**src/design/sclt_pkg.sv**
```systemverilog
// Shared types and character constants of the command-line tokenizer.
package sclt_pkg;

  typedef enum logic [1:0] {
    EV_BYTE      = 2'd0,
    EV_TOKEN_END = 2'd1,
    EV_LINE_END  = 2'd2,
    EV_ERROR     = 2'd3
  } ev_kind_t;

  typedef enum logic [1:0] {
    MODE_IDLE  = 2'd0,
    MODE_WORD  = 2'd1,
    MODE_QUOTE = 2'd2,
    MODE_OPER  = 2'd3
  } lex_mode_t;

  // One classified input byte: up to three events, all sharing one character.
  typedef struct packed {
    logic [1:0]         cnt;
    ev_kind_t [2:0]     kind;
    logic [7:0]         tok;
  } cmd_t;

  localparam logic [7:0] CH_SEMI  = 8'h3B;
  localparam logic [7:0] CH_LT    = 8'h3C;
  localparam logic [7:0] CH_LPAR  = 8'h28;
  localparam logic [7:0] CH_RPAR  = 8'h29;
  localparam logic [7:0] CH_GT    = 8'h3E;
  localparam logic [7:0] CH_AMP   = 8'h26;
  localparam logic [7:0] CH_PIPE  = 8'h7C;
  localparam logic [7:0] CH_QUOTE = 8'h22;
  localparam logic [7:0] CH_SPACE = 8'h20;
  localparam logic [7:0] CH_TAB   = 8'h09;
  localparam logic [7:0] CH_NL    = 8'h0A;

endpackage

```
**src/design/sclt_front.sv**
```systemverilog
// Front end: accepts bytes, runs the lexer state machine and emits requests.
module sclt_front import sclt_pkg::*; (
  input  logic       clk,
  input  logic       rst_n,
  input  logic       in_valid,
  output logic       in_stall,
  input  logic [7:0] in_byte,
  input  logic       in_end_of_input,
  input  logic       q_full,
  output logic       push,
  output cmd_t       push_cmd
);

  lex_mode_t  mode_r, mode_nxt;
  logic [7:0] op_char_r, op_char_nxt;
  logic [1:0] op_len_r, op_len_nxt;

  logic       acc, eol, blank, quote, cls1, cls2, extend;
  lex_mode_t  bt_mode;
  logic [7:0] bt_char;
  logic [1:0] bt_len;
  cmd_t       cmd;

  function automatic cmd_t add_ev(cmd_t c, ev_kind_t k);
    cmd_t r;
    r = c;
    r.kind[c.cnt] = k;
    r.cnt = c.cnt + 2'd1;
    return r;
  endfunction

  // Events of a character that starts a token from between tokens.
  function automatic cmd_t add_begin(cmd_t c, logic is_blank, logic is_quote, logic is_one);
    cmd_t r;
    r = c;
    if (!is_blank && !is_quote) begin
      r = add_ev(r, EV_BYTE);
      if (is_one) begin
        r = add_ev(r, EV_TOKEN_END);
      end
    end
    return r;
  endfunction

  assign in_stall = q_full;
  assign acc      = in_valid && !q_full;
  assign eol      = in_end_of_input || (in_byte == CH_NL);
  assign blank    = (in_byte == CH_SPACE) || (in_byte == CH_TAB);
  assign quote    = (in_byte == CH_QUOTE);
  assign cls1     = in_byte inside {CH_SEMI, CH_LT, CH_LPAR, CH_RPAR};
  assign cls2     = in_byte inside {CH_GT, CH_AMP, CH_PIPE};
  assign extend   = (op_len_r == 2'd1) && (in_byte == op_char_r) && cls2;

  // State reached when the byte opens a token from between tokens.
  always_comb begin
    bt_char = 8'h00;
    bt_len  = 2'd0;
    if (blank || cls1) begin
      bt_mode = MODE_IDLE;
    end else if (quote) begin
      bt_mode = MODE_QUOTE;
    end else if (cls2) begin
      bt_mode = MODE_OPER;
      bt_char = in_byte;
      bt_len  = 2'd1;
    end else begin
      bt_mode = MODE_WORD;
    end
  end

  always_comb begin
    mode_nxt    = mode_r;
    op_char_nxt = op_char_r;
    op_len_nxt  = op_len_r;
    case (mode_r)
      MODE_IDLE: begin
        if (!eol) begin
          mode_nxt    = bt_mode;
          op_char_nxt = bt_char;
          op_len_nxt  = bt_len;
        end
      end
      MODE_WORD: begin
        if (eol || blank) begin
          mode_nxt = MODE_IDLE;
        end else if (cls1 || cls2) begin
          mode_nxt    = bt_mode;
          op_char_nxt = bt_char;
          op_len_nxt  = bt_len;
        end
      end
      MODE_QUOTE: begin
        if (eol || quote) begin
          mode_nxt    = MODE_IDLE;
          op_char_nxt = 8'h00;
          op_len_nxt  = 2'd0;
        end
      end
      MODE_OPER: begin
        if (eol || blank) begin
          mode_nxt    = MODE_IDLE;
          op_char_nxt = 8'h00;
          op_len_nxt  = 2'd0;
        end else if (extend) begin
          op_len_nxt = 2'd2;
        end else begin
          mode_nxt    = bt_mode;
          op_char_nxt = bt_char;
          op_len_nxt  = bt_len;
        end
      end
      default: begin
        mode_nxt = MODE_IDLE;
      end
    endcase
  end

  always_comb begin
    cmd     = '0;
    cmd.tok = in_byte;
    case (mode_r)
      MODE_IDLE: begin
        if (eol) begin
          cmd = add_ev(cmd, EV_LINE_END);
        end else begin
          cmd = add_begin(cmd, blank, quote, cls1);
        end
      end
      MODE_WORD: begin
        if (eol) begin
          cmd = add_ev(cmd, EV_TOKEN_END);
          cmd = add_ev(cmd, EV_LINE_END);
        end else if (blank) begin
          cmd = add_ev(cmd, EV_TOKEN_END);
        end else if (cls1 || cls2) begin
          cmd = add_ev(cmd, EV_TOKEN_END);
          cmd = add_begin(cmd, blank, quote, cls1);
        end else begin
          cmd = add_ev(cmd, EV_BYTE);
        end
      end
      MODE_QUOTE: begin
        if (eol) begin
          cmd = add_ev(cmd, EV_ERROR);
        end else if (quote) begin
          cmd = add_ev(cmd, EV_TOKEN_END);
        end else begin
          cmd = add_ev(cmd, EV_BYTE);
        end
      end
      MODE_OPER: begin
        if (eol) begin
          cmd = add_ev(cmd, EV_TOKEN_END);
          cmd = add_ev(cmd, EV_LINE_END);
        end else if (blank) begin
          cmd = add_ev(cmd, EV_TOKEN_END);
        end else if (extend) begin
          cmd = add_ev(cmd, EV_BYTE);
        end else begin
          cmd = add_ev(cmd, EV_TOKEN_END);
          cmd = add_begin(cmd, blank, quote, cls1);
        end
      end
      default: begin
        cmd = '0;
      end
    endcase
  end

  assign push     = acc && (cmd.cnt != 2'd0);
  assign push_cmd = cmd;

  always_ff @(posedge clk) begin
    if (!rst_n) begin
      mode_r    <= MODE_IDLE;
      op_char_r <= 8'h00;
      op_len_r  <= 2'd0;
    end else if (acc) begin
      mode_r    <= mode_nxt;
      op_char_r <= op_char_nxt;
      op_len_r  <= op_len_nxt;
    end
  end

endmodule

```
**src/design/sclt_queue.sv**
```systemverilog
// Small request queue between the lexer front end and the event back end.
module sclt_queue import sclt_pkg::*; #(
  parameter int DEPTH = 4
) (
  input  logic clk,
  input  logic rst_n,
  input  logic push,
  input  cmd_t push_cmd,
  input  logic pop,
  output logic head_valid,
  output cmd_t head_cmd,
  output logic full
);

  localparam int PTR_W = (DEPTH > 1) ? $clog2(DEPTH) : 1;
  localparam int CNT_W = $clog2(DEPTH + 1);

  cmd_t             slot_r [DEPTH];
  logic [PTR_W-1:0] wr_ptr_r, wr_ptr_nxt;
  logic [PTR_W-1:0] rd_ptr_r, rd_ptr_nxt;
  logic [CNT_W-1:0] count_r, count_nxt;

  assign head_valid = (count_r != '0);
  assign full       = (count_r == CNT_W'(DEPTH));
  assign head_cmd   = slot_r[rd_ptr_r];

  always_comb begin
    wr_ptr_nxt = wr_ptr_r;
    rd_ptr_nxt = rd_ptr_r;
    count_nxt  = count_r;
    if (push) begin
      wr_ptr_nxt = (wr_ptr_r == PTR_W'(DEPTH - 1)) ? '0 : wr_ptr_r + 1'b1;
    end
    if (pop) begin
      rd_ptr_nxt = (rd_ptr_r == PTR_W'(DEPTH - 1)) ? '0 : rd_ptr_r + 1'b1;
    end
    if (push && !pop) begin
      count_nxt = count_r + 1'b1;
    end else if (pop && !push) begin
      count_nxt = count_r - 1'b1;
    end
  end

  always_ff @(posedge clk) begin
    if (!rst_n) begin
      wr_ptr_r <= '0;
      rd_ptr_r <= '0;
      count_r  <= '0;
    end else begin
      wr_ptr_r <= wr_ptr_nxt;
      rd_ptr_r <= rd_ptr_nxt;
      count_r  <= count_nxt;
    end
  end

  always_ff @(posedge clk) begin
    if (push) begin
      slot_r[wr_ptr_r] <= push_cmd;
    end
  end

endmodule

```
**src/design/sclt_back.sv**
```systemverilog
// Back end: walks the events of the head request into the output register.
module sclt_back import sclt_pkg::*; (
  input  logic       clk,
  input  logic       rst_n,
  input  logic       head_valid,
  input  cmd_t       head_cmd,
  output logic       pop,
  output logic       out_valid,
  input  logic       out_stall,
  output logic [1:0] out_event_kind,
  output logic [7:0] out_token_byte,
  output logic       out_last_of_run
);

  logic       out_valid_r, out_valid_nxt;
  ev_kind_t   kind_r, kind_nxt;
  logic [7:0] byte_r, byte_nxt;
  logic       last_r, last_nxt;
  logic [1:0] idx_r, idx_nxt;
  logic       load, last;
  ev_kind_t   cur_kind;

  // The output register may take a new event when empty or being drained.
  assign load     = !out_valid_r || !out_stall;
  assign cur_kind = head_cmd.kind[idx_r];
  assign last     = (idx_r == head_cmd.cnt - 2'd1);
  assign pop      = load && head_valid && last;

  always_comb begin
    out_valid_nxt = out_valid_r;
    kind_nxt      = kind_r;
    byte_nxt      = byte_r;
    last_nxt      = last_r;
    idx_nxt       = idx_r;
    if (load) begin
      out_valid_nxt = head_valid;
      if (head_valid) begin
        kind_nxt = cur_kind;
        byte_nxt = (cur_kind == EV_BYTE) ? head_cmd.tok : 8'h00;
        last_nxt = last;
        idx_nxt  = last ? 2'd0 : idx_r + 2'd1;
      end
    end
  end

  always_ff @(posedge clk) begin
    if (!rst_n) begin
      out_valid_r <= 1'b0;
      idx_r       <= 2'd0;
    end else begin
      out_valid_r <= out_valid_nxt;
      idx_r       <= idx_nxt;
    end
  end

  always_ff @(posedge clk) begin
    kind_r <= kind_nxt;
    byte_r <= byte_nxt;
    last_r <= last_nxt;
  end

  assign out_valid       = out_valid_r;
  assign out_event_kind  = kind_r;
  assign out_token_byte  = byte_r;
  assign out_last_of_run = last_r;

endmodule

```
**src/design/shell_command_line_tokenizer.sv**
```systemverilog
// Events of a byte pass through the request queue and then the output register.
// Throughput: one byte per cycle unless the queue is full; a byte with several events
// holds the single event output for each in turn; the queue of QUEUE_DEPTH requests absorbs bursts.
// Bytes that give no event (blanks, opening quotes) pass through the front end alone.
// Reset is synchronous, active low: lexer back between tokens, queue and output emptied.
module shell_command_line_tokenizer import sclt_pkg::*; #(
  parameter int QUEUE_DEPTH = 4
) (
  input  logic       clk,
  input  logic       rst_n,
  input  logic       in_valid,
  output logic       in_stall,
  input  logic [7:0] in_byte,
  input  logic       in_end_of_input,
  output logic       out_valid,
  input  logic       out_stall,
  output logic [1:0] out_event_kind,
  output logic [7:0] out_token_byte,
  output logic       out_last_of_run
);

  logic push, pop, head_valid, q_full;
  cmd_t push_cmd, head_cmd;

  sclt_front u_front (
    .clk             (clk),
    .rst_n           (rst_n),
    .in_valid        (in_valid),
    .in_stall        (in_stall),
    .in_byte         (in_byte),
    .in_end_of_input (in_end_of_input),
    .q_full          (q_full),
    .push            (push),
    .push_cmd        (push_cmd)
  );

  sclt_queue #(
    .DEPTH (QUEUE_DEPTH)
  ) u_queue (
    .clk        (clk),
    .rst_n      (rst_n),
    .push       (push),
    .push_cmd   (push_cmd),
    .pop        (pop),
    .head_valid (head_valid),
    .head_cmd   (head_cmd),
    .full       (q_full)
  );

  sclt_back u_back (
    .clk             (clk),
    .rst_n           (rst_n),
    .head_valid      (head_valid),
    .head_cmd        (head_cmd),
    .pop             (pop),
    .out_valid       (out_valid),
    .out_stall       (out_stall),
    .out_event_kind  (out_event_kind),
    .out_token_byte  (out_token_byte),
    .out_last_of_run (out_last_of_run)
  );

  // A line end or an error always closes the run of events of its byte.
  a_line_end_last: assert property (@(posedge clk) disable iff (!rst_n)
    out_valid && (out_event_kind == EV_LINE_END) |-> out_last_of_run)
    else $error("line end not last of its run");

  a_error_last: assert property (@(posedge clk) disable iff (!rst_n)
    out_valid && (out_event_kind == EV_ERROR) |-> out_last_of_run)
    else $error("quote error not last of its run");

  a_byte_zero: assert property (@(posedge clk) disable iff (!rst_n)
    out_valid && (out_event_kind != EV_BYTE) |-> (out_token_byte == 8'h00))
    else $error("token byte set on a non-byte event");

  a_no_overflow: assert property (@(posedge clk) disable iff (!rst_n)
    q_full && !pop |=> q_full || !push)
    else $error("queue pushed while full");

endmodule

```
**config.mk**
```make
export PLATFORM = sky130hd
export DESIGN_NAME = shell_command_line_tokenizer
export DESIGN_NICKNAME = d
export VERILOG_FILES = /design/src/design/sclt_pkg.sv /design/src/design/sclt_front.sv /design/src/design/sclt_queue.sv /design/src/design/sclt_back.sv /design/src/design/shell_command_line_tokenizer.sv
export SDC_FILE = /design/constraint.sdc
export NUM_CORES = 1
export LEC_CHECK = 0
export ABC_CLOCK_PERIOD_IN_PS = 4100
export BUFFER_PORTS_ARGS = -buffer_cell sky130_fd_sc_hd__buf_4
export CAP_MARGIN = 40
export CORE_MARGIN = 3
export CORE_UTILIZATION = 60
export DETAILED_ROUTE_END_ITERATION = 7
export GPL_TIMING_DRIVEN = 0
export PLACE_DENSITY_LB_ADDON = 0.25
export SKIP_CTS_REPAIR_TIMING = 1
export SLEW_MARGIN = 20
export SYNTH_ARGS = -nofsm -noshare
export SYNTH_HDL_FRONTEND = slang
export SYNTH_SLANG_ARGS = --single-unit
```
**constraint.sdc**
```tcl
create_clock -name clk -period 4.1 [get_ports clk]
set_input_delay 0.82 -clock clk [delete_from_list [all_inputs] [get_ports clk]]
set_output_delay 0.82 -clock clk [all_outputs]
set_load 0.02 [all_outputs]
```
* Word-level counts from Yosys, hierarchy flattened
Memories as Yosys holds them, arrays and structs flattened. A register that Yosys moved wholly into a read port is not among the register bits.
Index checks and enable logic that the tools add are counted.
** Word-level totals
- Memory bits (writable) :: 64
- Word-level logic and storage cells :: 133
- Output and inout port bits :: 13
- Memories :: 1
- Bits in registers :: 33
** Memory list
- u_queue.slot_r :: depth 4, width 16, rd ports 1, clocked after Yosys merged registers in 1, write ports 1, RTL line sclt_queue.sv:18 : cmd_t slot_r [DEPTH];
** Operators by class
- Equality and inequality tests :: 26
- Reductions and logical operators :: 34
- $lt $le $gt $ge :: 1
- Multiplexer cells :: 54
- Add/subtract/negate cells :: 6
** Operator list (number)
- 16-bit 2-to-1 mux :: 11
- 8-bit 2-to-1 mux :: 9
- 8-bit by 6-bit equality test with 1-bit output, second input constant :: 8
- 16-bit case mux with 4 select lines :: 1
- 2-bit 2-to-1 mux :: 22
- 8-bit case mux with 4 select lines :: 1
- 8-bit by 4-bit equality test with 1-bit output, second input constant :: 2
- 2-bit case mux with 4 select lines :: 2
- 15-bit 2-to-1 mux :: 1
- 5-bit AND reduction :: 2
- 1-bit logical AND :: 9
- 9-bit 2-to-1 mux :: 1
- 2-bit equality test, second input constant :: 4
- 8-bit by 7-bit equality test with 1-bit output, second input constant :: 1
- 8-bit equality test :: 1
- 1-bit logical NOT :: 7
- 1-bit logical OR :: 7
- 2-bit by 1-bit adder with 2-bit output, second input constant :: 3
- 3-bit 2-to-1 mux :: 2
- 6-bit AND reduction :: 1
- 3-bit nonzero test :: 2
- 2-bit binary-select mux with 2-bit select :: 1
- 2-bit by 1-bit equality test with 1-bit output, second input constant :: 2
- 2-bit logical NOT :: 2
- 14 further kinds :: 19

* Logic depth before layout (Yosys ltp)
Gate-level depths: netlist of run 1.
- Word-level depth :: 15
- Gate-level depth with buffers :: 12
- Depth with buffers taken out :: 11

* Hierarchy
From an unflattened synthesis of run 1, not the netlist that was laid out.
** Unflattened totals
- Cells, all modules :: 319
- Area, all modules :: 4616.9 um2
** By module, submodules not included
- sclt_queue :: times used 1, cells each 128, area an instance 2805.2 um2
- sclt_front :: times used 1, cells each 144, area an instance 1166.1 um2
- sclt_back :: times used 1, cells each 47, area an instance 645.6 um2

* Worst setup path before layout of run 1
OpenSTA, ideal clock, no wires.
- Path kind :: input-to-reg
- Start point :: in in_byte[0]
- End point :: reg u_queue.count_r[2]
- Stages :: 12
- Slack :: 0.536 ns
- Data required time :: 4.024 ns
- Arrival time :: 3.489 ns
- Cells stage by stage :: clkbuf_1 > nor4bb_1 > o31ai_2 > o211a_1 > o31a_1 > a31oi_4 > ha_1 > inv_1 > fa_1 > xor2_1 > or3_1 > a21boi_0
** On the way
- Word-level cells in the longest chain between the ends :: 14
- Elaborated cells on any way between the ends :: 41
- Classes of those cells :: eq/ne: 12; mux: 13; reduce/logical: 16
** RTL lines
- from (decl) :: RTL line shell_command_line_tokenizer.sv:13 : input logic [7:0] in_byte,
- branches (longest 8 deep; another with 16-bit 2-to-1 mux)
- 16-bit case mux with 4 select lines * :: RTL line sclt_front.sv:121 : case (mode_r)
- 2-bit nonzero test * :: RTL line sclt_front.sv:170 : assign push = acc && (cmd.cnt != 2'd0);
- 1-bit logical AND * :: RTL line sclt_front.sv:170
- via push :: RTL line shell_command_line_tokenizer.sv:22 : logic push, pop, head_valid, q_full;
- 1-bit logical NOT :: RTL line sclt_queue.sv:39 : end else if (pop && !push) begin
- 1-bit logical AND :: RTL line sclt_queue.sv:39
- 2-bit nonzero test (no line)
- to (signal assigned) :: RTL line sclt_queue.sv:52 : count_r <= count_nxt;
- to (decl) :: RTL line sclt_queue.sv:21 : logic [CNT_W-1:0] count_r, count_nxt;
Mark *: on every way through the listed nets, which the timed path passes.
A chain may end at the register's enable or synchronous reset.

* Worst setup path in the final report of run 1
Same ends and word-level chain as after synthesis.

==> metrics.txt, run 1 <==
crit end category=flop; share of cells above drive strength 1=0.202; fill count=452; Clock Tree Buf Depth=2; maxcap violations=0; dpl cells=431; endpoints failing hold=0; Slew headroom=0.479; routability cong.=0.808; Post-synth EDFFs=71; Die Y=91.7 microns; hold crit path type=flop to flop; Die Area=8400 sq um; top-count cell post-synth=edfxtp_1; Worst-path clk slew=90 ps; Worst R2R Setup Slack=900 ps; Cells after Synth=310; switching power=0.832 mW; Seq. cell area=2610 sq um; largest net degree at the start of global routing=19; multi-input logic area=1630 sq um; detailed-route vias per instance=5.73; Post-Route Hold Slack=476 ps; Clk pwr share=0.221; non-filler cells, final=447; Initial Util=0.634; global-route wire length before repair=12500 microns; Seq cells post-synth=95; H-Tree Level Count=3; Max Clock Skew=11.7 ps; Detailed Routing Iterations Pass 1=4; drt first-iter violations=roughly 150; via count=~2600; DIE WIDTH=91.7 microns; pwr dens=540 nW/um^2; Syn Std Cell Area=about 4400 sq um; Layout area overhead=11.3%; worst skew pair latency=360 ps; CP max FO=9; top-area cell type share of the netlist area=0.484; vias in the first global route=around 2600; Root Driver=clkbuf_8; WP data arrival=4040 ps; core footprint=6940 sq um; TritonCTS clock tree=yes; post-route minimum period=3760 ps; Comb pwr share=0.290; Achievable Freq=0.266 GHz; ranking of synthesized cells by area=edfxtp_1 (48%), dfxtp_1 (11%), mux4_2 (4.6%); Slew Limit Fails=0; Req. time, crit path=4380 ps; initial antenna violation count=0; drt drc=0; switch share=0.314; Final period util=0.918; syn nets=330; unrepaired setup endpoints after global routing=no; post-synth cell types=62; Routed WL per cell=17.1 microns; Avg Inst Size Synth=14.2 sq um; CP max-delay cell=fa_1; hpwl dp=5470 microns; Final #Nets=roughly 370; I/O pins=26; CP Launch Type=primary input; GRT Total Usage=0.193; final setup TNS=0 ps; commonest cells in the netlist=edfxtp_1 (71), dfxtp_1 (24), nand2_1 (22); Ys Warns=0; Primary FF master, synth=edfxtp_1; P_leak=1.73 nW; cts bufs inserted=9; ant diodes=0; crit-path cells=buf_4, clkbuf_1, nor4bb_1, o31ai_2, o211a_1, o31a_1, a31oi_4, ha_1, inv_1, fa_1, xor2_1, or3_1, a21boi_0; Pwr Total=about 2.6 mW; remaining antenna violation count=0; leading area contributor after synthesis=edfxtp_1; total grt overflow=0; maximum vdd drop=between 0.0002 and 0.0003 V; crit-path max cell delay=430 ps; register area share after synthesis=0.594; clk sinks=95; drt total wl=7640 microns; critical path class=primary input to flop; Cell Rows=30; # port buffers=25; async set-reset flop share out of synthesis=0; Final setup viols=0; Reg power frac=0.489; Least-Margin Pin Slew=about 800 ps; Internal Power=between 1.5 and 2 mW; status=finished, final reports clean
==> layout by cell type, fill, tap and decap left out, types with 3 or more instances in the layout <==
cell type,n
buf_4,25
mux4_1,6
nand2_1,22
a31oi_1,4
buf_2,5
o21ai_1,6
clkbuf_1,5
mux4_2,9
xnor2_1,10
dfxtp_1,24
clkbuf_8,9
a21oi_1,6
nor3_1,5
mux2i_1,13
a21boi_0,3
nor2b_1,18
edfxtp_1,71
and4b_1,4
nand4_1,3
nor2_1,8
nand3_1,8
inv_1,11
ha_1,6
o21a_1,4
and2_1,6
==> power groups by stage <==
stage	clock, mW	combinational, mW	sequential [mW]
final	0.583	0.768	1.29
after global routing	0.630	0.841	1.31
after CTS	0.597	0.774	1.30
after detailed placement	0	0.770	1.32
after global placement	0	0.753	1.31
after floorplan	0	0.476	1.38
==> path summary, 6_finish.rpt <==
| path | start | end | cells past startpoint |
|---|---|---|---|
| min | u_front.op_char_r[1] | u_front.op_char_r[1] | 2 |
| max reg2reg | flop | u_queue.count_r[2] | 12 |
| max | in_byte[0] | u_queue.count_r[2] | 13 |
| min reg2reg | u_front.op_char_r[1] | u_front.op_char_r[1] | 2 |
==> layout make-up <==
| type | count | area share |
|---|---|---|
| inverter | 11 | 0.00843 |
| sequential | 95 | 0.533 |
| clock inverter | 7 | 0.0130 |
| multi-input combinational | 190 | 0.334 |
| tap | 96 | 0.0245 |
| timing repair buffer | 25 | 0.0383 |
| buffer | 14 | 0.0232 |
| clock buffer | 9 | 0.0253 |
==> flip-flops by register name, summed over array words and instances (netlist names), named ones only <==
register / flops
u_back.idx_r: 2
u_back.out_event_kind: 2
u_back.out_last_of_run: 1
u_back.out_token_byte: 8
u_back.out_valid: 1
u_front.mode_r: 2
u_front.op_char_r: 8
u_front.op_len_r: 2
u_queue.count_r: 3
u_queue.rd_ptr_r: 2
u_queue.slot_r: 60
u_queue.wr_ptr_r: 2
==> cells by family (layout without fill, tap and decap cells) <==
kind of cell               count (synthesis)  in the layout  share of synthesized area
muxes                                     29             29                      0.117
and+or+nand+nor                           98             98                      0.134
xor gates and xnor gates                  13             13                     0.0276
buffers and inverters                     25             66                     0.0352
adders and majority gates                  7              7                     0.0216
AOI/OAI and AO/OA                         43             43                     0.0713
DFF                                       95             95                      0.594
==> layer usage <==
layer  global-route usage  wire [microns]  vias to the layer above
met1                0.245            3370                     1232
li1                     -               -                     1254
met4               0.0678              97                        0
met5                    0               0                        -
met3               0.0394             292                       11
met2                0.330            3880                       66
==> worst max-delay path: cells and delay by family <==
family                     cells  cell delay (ps)
AOI/OAI and AO/OA              5             1270
and+or+nand+nor                2              690
adders and majority gates      2              670
buffers and inverters          3              400
xor gates and xnor gates       1              180
==> metrics by stage <==
step	cell area [sq um]	utilization	setup WS, ps
finish	4900	0.705	337
global route	4900	0.705	101
detailed placement	4710	0.678	-5.17
CTS	4900	0.705	358
global placement	4710	0.678	150
floorplan	4400	-	536
Power figures use the tool's default switching activity.
==> inputs of run 2 (changes only) <==
REMOVE_ABC_BUFFERS = 1   (was default)
==> run 2 against run 1 <==
Against the previous run: design area down 1.7%; register-to-register slack worse by 160 ps; cell count down 2.9%; clock skew down 0.65 ps; largest cell class unchanged; largest power group unchanged; sequential power about the same; critical path depth down 1.
==> metrics.txt, run 2 (synthesis gave the netlist of run 1 again) <==
drt drc=0 (unchanged); drt first-iter violations=130 (-10%); P_leak=1.69 nW (-2.5%); ant diodes=0 (unchanged); WP data arrival=3800 ps (-240 ps); CP max FO=16 (+7); remaining antenna violation count=0 (unchanged); maximum vdd drop=0.000197 V (-27%); via count=2533 (-1.2%); Comb pwr share=0.268 (-0.022); initial antenna violation count=0 (unchanged); core footprint=6940 sq um (unchanged); unrepaired setup endpoints after global routing=no; TritonCTS clock tree=yes; Detailed Routing Iterations Pass 1=4 (unchanged); maxcap violations=0 (unchanged); Cell Rows=30 (unchanged); fill count=487 (+7.7%); Least-Margin Pin Slew=786 ps (+3.68 ps); multi-input logic area=1630 sq um (unchanged); routability cong.=0.855 (+5.8%); final instance area=4810 sq um (-1.7%); share of cells above drive strength 1=0.186 (-0.0159); Reg2Reg Depth=11 (-1); Clock Tree Buf Depth=2 (unchanged); Final setup viols=0 (unchanged); Place WS=222 ps (+228 ps); Hold Crit Depth=2 (unchanged); commonest non-fill, non-tap cells in the layout=edfxtp_1 (71), buf_4 (25), dfxtp_1 (24); vias in the first global route=2640 (+0.99%); Layout area overhead=9.35%; Achievable Freq=0.284 GHz (+6.9%); I/O pins=26 (unchanged); detailed-route vias per instance=5.84 (+1.8%); Placed Area=4610 sq um (-2.1%); clk sinks=95 (unchanged); status=finished, final reports clean; Final period util=0.858 (-0.0593); GRT Total Usage=0.192 (-0.00179); # port buffers=25 (unchanged); Slew Limit Fails=0 (unchanged); Die Y=91.7 microns (unchanged); largest net degree at the start of global routing=26 (+7); endpoints failing hold=0 (unchanged); Die Area=8400 sq um (unchanged); drt total wl=7540 microns (-1.3%); Req. time, crit path=4380 ps (about the same); CP Launch Type=primary input; post-route minimum period=3520 ps (-243 ps); Internal Power=1.84 mW (+1.5%); hpwl dp=5120 microns (-6.4%); max reg flops=60 (unchanged); Initial Util=0.634 (unchanged); cts bufs inserted=9 (unchanged); Routed WL per cell=17.4 microns (+1.7%); hold crit path type=flop to flop; Seq. cell area=2610 sq um (unchanged); DIE WIDTH=91.7 microns (unchanged); critical path class=primary input to flop; final setup TNS=0 ps (unchanged); most common cell after layout, fill and taps aside=edfxtp_1; global-route wire length before repair=12600 microns (+0.50%); worst setup slack after layout=580 ps (+243 ps); Final #Nets=353 (-3.6%); switching power=0.812 mW (-2.4%); Root Driver=clkbuf_8; crit end category=flop; switch share=0.306 (-0.00839); Most flops, register=u_queue.slot_r; pwr dens=551 nW/um^2 (+2.0%); Max Clock Skew=11.1 ps (-0.651 ps); Reg power frac=0.496 (+0.007); Slew headroom=0.476 (-0.00245); Clk pwr share=0.237 (+0.016); worst skew pair latency=360 ps (about the same); H-Tree Level Count=3 (unchanged); total grt overflow=0 (unchanged); Worst-path clk slew=90 ps (about the same); Post-Route Hold Slack=483 ps (+6.77 ps)
## run 2: critical path, stage by stage
cell	delay [ps]
buf_4	180
and4b_1	230
a22oi_1	370
nor2_1	140
o311a_1	410
a31oi_4	260
ha_1	230
inv_1	70
fa_1	430
xor2_1	170
or3_1	310
a21boi_0	170
## run 2: power by group through the flow
stage / logic, mW / registers, mW / clock network [mW]
after detailed placement: 0.717 / 1.34 / 0
final: 0.710 / 1.31 / 0.627
after global placement: 0.679 / 1.33 / 0
after CTS: 0.720 / 1.32 / 0.633
after global routing: 0.779 / 1.33 / 0.674
after floorplan: 0.412 / 1.40 / 0
## run 2: final timing paths
kind,end,slack (ps),startpoint
worst max-delay path,u_queue.count_r[2],580,in_byte[1]
worst min-delay path,u_front.op_char_r[6],480,u_front.op_char_r[6]
worst max register to register,u_queue.count_r[2],740,flop
worst min register to register,u_front.op_char_r[6],480,u_front.op_char_r[6]
## run 2: layout make-up
type	instances	area share
clock inverters	7	0.0164
flip-flops and latches	95	0.543
clock buffers	9	0.0257
multi-input cells	190	0.339
inverters	11	0.00858
repair buffers	26	0.0421
well taps	96	0.0250
## run 2: through the flow
| stage | utilization | power (mW) | cells |
|---|---|---|---|
| floorplan | - | 1.81 | 296 |
| global placement | 0.662 | 2.01 | 417 |
| detailed placement | 0.664 | 2.05 | 418 |
| CTS | 0.693 | 2.67 | 434 |
| global route | 0.693 | 2.79 | 434 |
| finish | 0.693 | 2.65 | 434 |
## run 2: metal layers
layer / vias to the layer above / GRT usage / wire length [microns] / part of all wire
met5: - / 0 / 0 / 0
met4: 0 / 0.0892 / 184 / 0.024
li1: 1218 / - / - / -
met3: 17 / 0.0287 / 292 / 0.039
met2: 68 / 0.318 / 3670 / 0.49
met1: 1230 / 0.249 / 3390 / 0.45
